## config.mk

```make
export PLATFORM = sky130hd
export DESIGN_NAME = rasb_front
export DESIGN_NICKNAME = d
export VERILOG_FILES = /design/src/rasb_pkg.sv /design/src/rasb_front.sv
export SDC_FILE = /design/constraint.sdc
export NUM_CORES = 1
export LEC_CHECK = 0
export BUFFER_PORTS_ARGS = -buffer_cell sky130_fd_sc_hd__buf_2
export CAP_MARGIN = 25
export CORE_UTILIZATION = 56
export CTS_CLUSTER_SIZE = 28
export DETAILED_ROUTE_END_ITERATION = 16
export PLACE_DENSITY = 0.84
export SKIP_CTS_REPAIR_TIMING = 1
export SYNTH_ARGS = -nofsm -noshare
export SYNTH_HDL_FRONTEND = slang
export SYNTH_SLANG_ARGS = --single-unit
```

## constraint.sdc

```tcl
create_clock -name i_clk -period 5.2 [get_ports i_clk]
set_clock_uncertainty 0.1 [all_clocks]
set_input_delay 0.26 -clock i_clk [delete_from_list [all_inputs] [get_ports i_clk]]
set_output_delay 0.26 -clock i_clk [all_outputs]
set_load 0.01 [all_outputs]
```

## src/rasb_pkg.sv

```systemverilog
package rasb_pkg;

    // Sizes of the point store and the bucket table.
    localparam int MAX_POINTS  = 4096;
    localparam int MAX_RINGS   = 64;
    localparam int NUM_BUCKETS = 2 * MAX_RINGS;
    localparam int PT_AW       = $clog2(MAX_POINTS);
    localparam int BK_AW       = $clog2(NUM_BUCKETS);
    localparam int CNT_W       = PT_AW + 1;

    // Command codes.
    localparam logic [1:0] CMD_LOAD = 2'd0;
    localparam logic [1:0] CMD_FIN  = 2'd1;
    localparam logic [1:0] CMD_POS  = 2'd2;
    localparam logic [1:0] CMD_BKT  = 2'd3;

    // Status codes.
    localparam logic [1:0] ST_OK   = 2'd0;
    localparam logic [1:0] ST_OVF  = 2'd1;
    localparam logic [1:0] ST_DROP = 2'd2;
    localparam logic [1:0] ST_BAD  = 2'd3;

    typedef struct packed {
        logic [1:0]  command;
        logic [5:0]  ring;
        logic        angle_positive;
        logic [63:0] payload;
        logic [11:0] position;
        logic [6:0]  bucket;
    } t_in_item;

    typedef struct packed {
        logic [63:0] point_data;
        logic [6:0]  point_bucket;
        logic [12:0] range_start;
        logic [12:0] range_end;
        logic [12:0] total_points;
        logic [1:0]  status;
    } t_out_item;

    // Command class worked out by the front end.
    typedef struct packed {
        logic is_load;
        logic is_fin;
        logic is_pos;
        logic is_bkt;
    } t_cls;

    typedef struct packed {
        t_cls     cls;
        t_in_item item;
    } t_q_entry;

endpackage

```

## src/rasb_front.sv

```systemverilog
module rasb_front import rasb_pkg::*; (
    input  logic     i_clk,
    input  logic     i_rst_n,
    input  logic     i_in_valid,
    output logic     o_in_ready,
    input  t_in_item i_in_item,
    output logic     o_q_valid,
    input  logic     i_q_pop,
    output t_q_entry o_q_entry
);

    t_q_entry   r_mem [2];
    logic       r_wp;
    logic       r_rp;
    logic [1:0] r_cnt;
    t_q_entry   w_entry;
    logic       w_push;
    logic       w_pop;

    // Classify the command as it enters the queue.
    always_comb begin
        w_entry.item        = i_in_item;
        w_entry.cls.is_load = (i_in_item.command == CMD_LOAD);
        w_entry.cls.is_fin  = (i_in_item.command == CMD_FIN);
        w_entry.cls.is_pos  = (i_in_item.command == CMD_POS);
        w_entry.cls.is_bkt  = (i_in_item.command == CMD_BKT);
    end

    assign o_in_ready = (r_cnt != 2'd2);
    assign o_q_valid  = (r_cnt != 2'd0);
    assign o_q_entry  = r_mem[r_rp];
    assign w_push     = i_in_valid && o_in_ready;
    assign w_pop      = i_q_pop && o_q_valid;

    // Two-entry queue storage.
    always_ff @(posedge i_clk) begin
        if (w_push) begin
            r_mem[r_wp] <= w_entry;
        end
    end

    // Queue pointers and fill level.
    always_ff @(posedge i_clk) begin
        if (!i_rst_n) begin
            r_wp  <= 1'b0;
            r_rp  <= 1'b0;
            r_cnt <= 2'd0;
        end else begin
            if (w_push) begin
                r_wp <= ~r_wp;
            end
            if (w_pop) begin
                r_rp <= ~r_rp;
            end
            r_cnt <= r_cnt + 2'(w_push) - 2'(w_pop);
        end
    end

endmodule

```

Word-level counts from Yosys, hierarchy flattened:

Memories as Yosys holds them, arrays and structs flattened. A register that Yosys moved wholly into a read port is not among the register bits.
Index checks and enable logic that the tools add are counted.

* bits of input ports: 96
* bits in writable memories: 192
* bits in registers: 4
* memories kept: 1
* word-level logic and storage cells: 20
* output and inout bits: 98

Memories
* r_mem: depth 2, bits a word 96, read ports 1, clocked after Yosys merged registers in 1, write ports 1, RTL line rasb_front.sv:12 `t_q_entry r_mem [2];`

* reduce and logical (&&, ||, !) cells: 4
* $add $sub $neg: 2
* equal/unequal tests: 4
* muxes and demuxes: 4
* bitwise operators: 2

Operators by type and width (number)
* 2-bit equality test (second input constant): 2
* 1-bit 2-to-1 mux: 4
* 2-bit by 1-bit adder with 2-bit output: 1
* 2-bit by 1-bit equality test with 1-bit output (second input constant): 1
* 1-bit logical AND: 2
* 2-bit logical NOT: 1
* 2-bit inequality test (second input constant): 1
* 1-bit NOT: 2
* 2-bit nonzero test: 1
* 2-bit by 1-bit subtractor with 2-bit output: 1

Longest topological paths before layout:

* depth after elaboration: 4
* gate-level depth with buffers: 6
* gate-level depth less buffers: 6

Worst setup path after synthesis:

No wires, ideal clock.

* path type: register -> register
* start: reg r_cnt[0]
* end: mem r_mem[1][0] in the netlist's numbering, enable pin
* cell stages (with the launch flop): 3
* arrival: 2.908 ns
* path buffers: 0
* setup time: 0.466 ns
* clock period less this slack: 3.474 ns
* required time: 4.634 ns
* path slack: 1.726 ns
* path through: dfxtp_1 nand2b_1 and3_1

* longest elaborated chain between the ends: 4

Ends and longest elaborated chain
* start: declaration: RTL line rasb_front.sv:15 `logic [1:0] r_cnt;`
* start signal: assignment: RTL line rasb_front.sv:55 `r_cnt <= r_cnt + 2'(w_push) - 2'(w_pop);`
* 2-bit inequality test: RTL line rasb_front.sv:29 `assign o_in_ready = (r_cnt != 2'd2);`
* net o_in_ready: RTL line rasb_front.sv:5 `output logic o_in_ready,`
* 1-bit logical AND: RTL line rasb_front.sv:32 `assign w_push = i_in_valid && o_in_ready;`
* 1-bit 2-to-1 mux: RTL line rasb_front.sv:37 `if (w_push) begin`
* 1-bit 2-to-1 mux (not written as such): RTL line rasb_front.sv:38 `r_mem[r_wp] <= w_entry;`
* end: declaration: RTL line rasb_front.sv:12

The timed path passes the listed nets, and every way through them passes these cells.

==> key figures <==
Floorplanning
  – DIE AREA: 13700 um^2
  – IO Pins: 194
  – Num rows: 41
  – Core ar.: 12800 um^2
  – Die Y: 117 um
  – Die width: 117 um
  – Starting density of the core: 58.0%

STA
  – Final setup violating endpoints: 0
  – RSZ-0062 raised after global routing: no
  – Fin Setup TNS: 0 ns
  – Min Hold Slack: 0.131 ns
  – Slew margin rel.: 31.9%
  – Slew Limit Fails: 0
  – Final hold violation count: 0
  – Setup ws final: 2.27 ns
  – Period utilization: 56.3%
  – Post-route minimum period: 2.93 ns
  – F_max: 0.342 GHz
  – Tightest Pin Transition: 1.02 ns

Clocking
  – TritonCTS clock tree: built
  – TritonCTS Buffers: 17
  – H-tree depth: 4
  – Worst-Skew Late Latency: 0.42 ns
  – Clock sink total: 197
  – Reg clk slew, reported paths: 0.07 ns
  – Longest Clk Path Bufs: 2
  – Root buf cell: clkbuf_16

Worst setup path
  – Crit path max-delay family: flip-flops
  – Worst Path Buf+Inv: 2
  – Worst R2R End: r_mem[0][79]
  – Worst Path Required: 4.84 ns
  – CP Max Fanout: 60
  – Setup crit end kind: primary output
  – Worst EP arrival: 2.57 ns
  – Path depth of the worst reg2reg path: 4
  – Worst path max stage delay: 0.98 ns
  – Crit path cell chain: buf_4, mux2_2, buf_2
  – Worst setup SP type: register
  – CP Class: register to primary output
  – Reg2reg start: r_cnt[0]
  – Critical Path Slowest Stage Cell: dfxtp_4
  – Worst R2R Setup Slack: 2.75 ns

Hold path
  – Min-delay worst type: input port to register
  – Hold Path Cell Cnt: 3
  – Hold Startpoint: i_in_valid
  – Hold endpoint: r_wp

Synth
  – Net Count, Synth: 430
  – Post-synthesis register bit count: 197
  – Mapped Area: 7410 um^2
  – Unique cell type count in the Yosys netlist: 27
  – Syn avg cell area: 22.3 um^2
  – Cell count after synthesis: 333
  – Synth warn: 0
  – Sequential cell area fraction in the yosys report: 79.1%

Pwr
  – Comb power frac: 20.3%
  – Pwr Density: 423 nW/um^2
  – Clock network power share: 31.7%
  – Reg power frac: 48.0%
  – Worst vdd ir: 249 uV
  – Leakage: 3.87 nW
  – Switching power: 0.00105 W
  – Pint: 0.00320 W
  – Net Sw Frac: 24.7%

Routing
  – Routed wire length: 14800 um
  – ANT nets after route: 0
  – Pre-antenna DRT Iters: 4
  – Per-cell routed wire length: 18.2 um
  – Vias after detailed routing: 4119
  – Routed vias/inst: 5.05
  – Initial drt markers: 281
  – DRC: 0

Flow run
  – Maxcap violations: 0

GRT
  – Vias in the first global route: 3826
  – Initial antenna violation count: 0
  – Total grt overflow: 0
  – Largest net degree at the start of global routing: 69
  – Gr usage total: 18.5%
  – Global-route wire length before repair: 18300 um

Placed design
  – Hpwl dp: 8190 um
  – I/O Buffers: 193
  – Dpl cells: 690
  – RD Place Congestion: 0.704
  – Pre-CTS WS: 2.65 ns

Final layout
  – Ant. Diodes: 0
  – Finished Layout Cells: 815
  – Share of layout cells above drive strength 1: 50.9%
  – Fill cells: 671
  – Final nets: 727
  – Area Overhead vs Synth: 35.4%

Run status
  – Status: complete, no violations
-- flip-flops by register name, summed over array words and instances (netlist names), named ones only --
| signal | flops |
|---|---|
| r_mem | 192 |
| r_cnt | 2 |
| r_rp | 1 |
| r_wp | 1 |
-- worst max-delay path by stage --
stage | endpoint | slack (ns) | cells past startpoint
floorplan | r_mem[1][0] | 1.73 | 2
global placement | o_q_entry[43] | 2.70 | 3
detailed placement | o_q_entry[13] | 2.65 | 3
CTS | o_q_entry[10] | 2.21 | 3
global route | o_q_entry[47] | 2.12 | 3
finish | o_q_entry[29] | 2.27 | 3
-- cell families (layout without fill, tap and decap cells) --
logic type | after synthesis | after routing | synth area share, %
AO/OA/AOI/OAI | 6 | 6 | 0.591
XOR/XNOR | 1 | 1 | 0.118
adder cells (fa/ha/maj) | 1 | 1 | 0.169
buffers and inverters | 13 | 323 | 1.87
flip-flops | 197 | 197 | 79.1
multiplexers | 96 | 96 | 16.6
AND/OR/NAND/NOR | 19 | 19 | 1.54
-- cells in the final DEF (no fill, tap or decap), types with 2 or more instances in the layout --
cell / count
clkbuf_16: 17
dlygate4sd3_1: 93
buf_2: 193
and2_1: 2
clkinv_1: 3
clkinv_2: 2
edfxtp_1: 192
o21ai_0: 2
mux2_2: 56
bufinv_16: 4
dfxtp_1: 4
nor2b_1: 3
nor2_1: 5
clkinv_4: 3
mux2_4: 40
buf_4: 3
-- power by group through the flow --
stage	clock network [W]	logic, W	registers [W]
final	0.00134	0.000862	0.00204
after global routing	0.00142	0.000930	0.00206
after CTS	0.00136	0.000800	0.00204
after detailed placement	0	0.000795	0.00207
after global placement	0	0.000780	0.00206
after floorplan	0	0.000606	0.00200
-- worst min-delay path: stages --
cell and delay, ns:
buf_2 0.15, a21bo_2 0.14, a21oi_1 0.05
-- metrics by stage --
stage | power [W] | area, um^2 | utilization [%]
3_3_place_gp | 0.00284 | 8500 | 66.5
2_1_floorplan | 0.00261 | 7410 | -
3_5_place_dp | 0.00287 | 8500 | 66.5
4_1_cts | 0.00419 | 9110 | 71.3
6_report | 0.00424 | 10000 | 78.6
5_1_grt | 0.00440 | 10000 | 78.6
-- layout make-up --
type                    count  area, um^2  area share [%]
clock buffers              18         429            4.27
repair buffers            289        1920            19.1
multi-input cells         123        1420            14.1
flip-flops and latches    197        5870            58.4
clock inverters            14         184            1.83
inverters                   2        10.0          0.0997
well taps                 172         215            2.14
-- routing by layer --
metal	global-route usage (%)	share of wire (%)	vias up
li1	-	-	1906
met1	19.7	37	2027
met2	32.9	55	163
met3	6.54	6.0	23
met4	8.52	1.9	0
met5	0	0	-
-- cells in the mapped netlist --
cell type / n / share of area, %
nand2b_1: 1 / 0.084
nor4bb_1: 1 / 0.14
o21ba_2: 1 / 0.14
nand3_1: 1 / 0.067
mux2_2: 56 / 8.5
dfxtp_1: 5 / 1.4
a21bo_2: 1 / 0.14
buf_12: 4 / 1.1
xor2_1: 1 / 0.12
o31a_1: 1 / 0.12
a21oi_1: 1 / 0.067
o21ai_0: 2 / 0.14
buf_2: 5 / 0.34
inv_1: 2 / 0.10
buf_6: 1 / 0.15
edfxtp_1: 192 / 78
or2_2: 1 / 0.084
buf_8: 1 / 0.20
and2_1: 2 / 0.17
nor4_1: 1 / 0.084
nor2b_1: 3 / 0.25
nor3_2: 1 / 0.14
ha_1: 1 / 0.17
mux2_4: 40 / 8.1
nor2_1: 5 / 0.25
and3_1: 2 / 0.17
nand3b_1: 1 / 0.10
No activity file was read; power rests on OpenSTA's default activity.
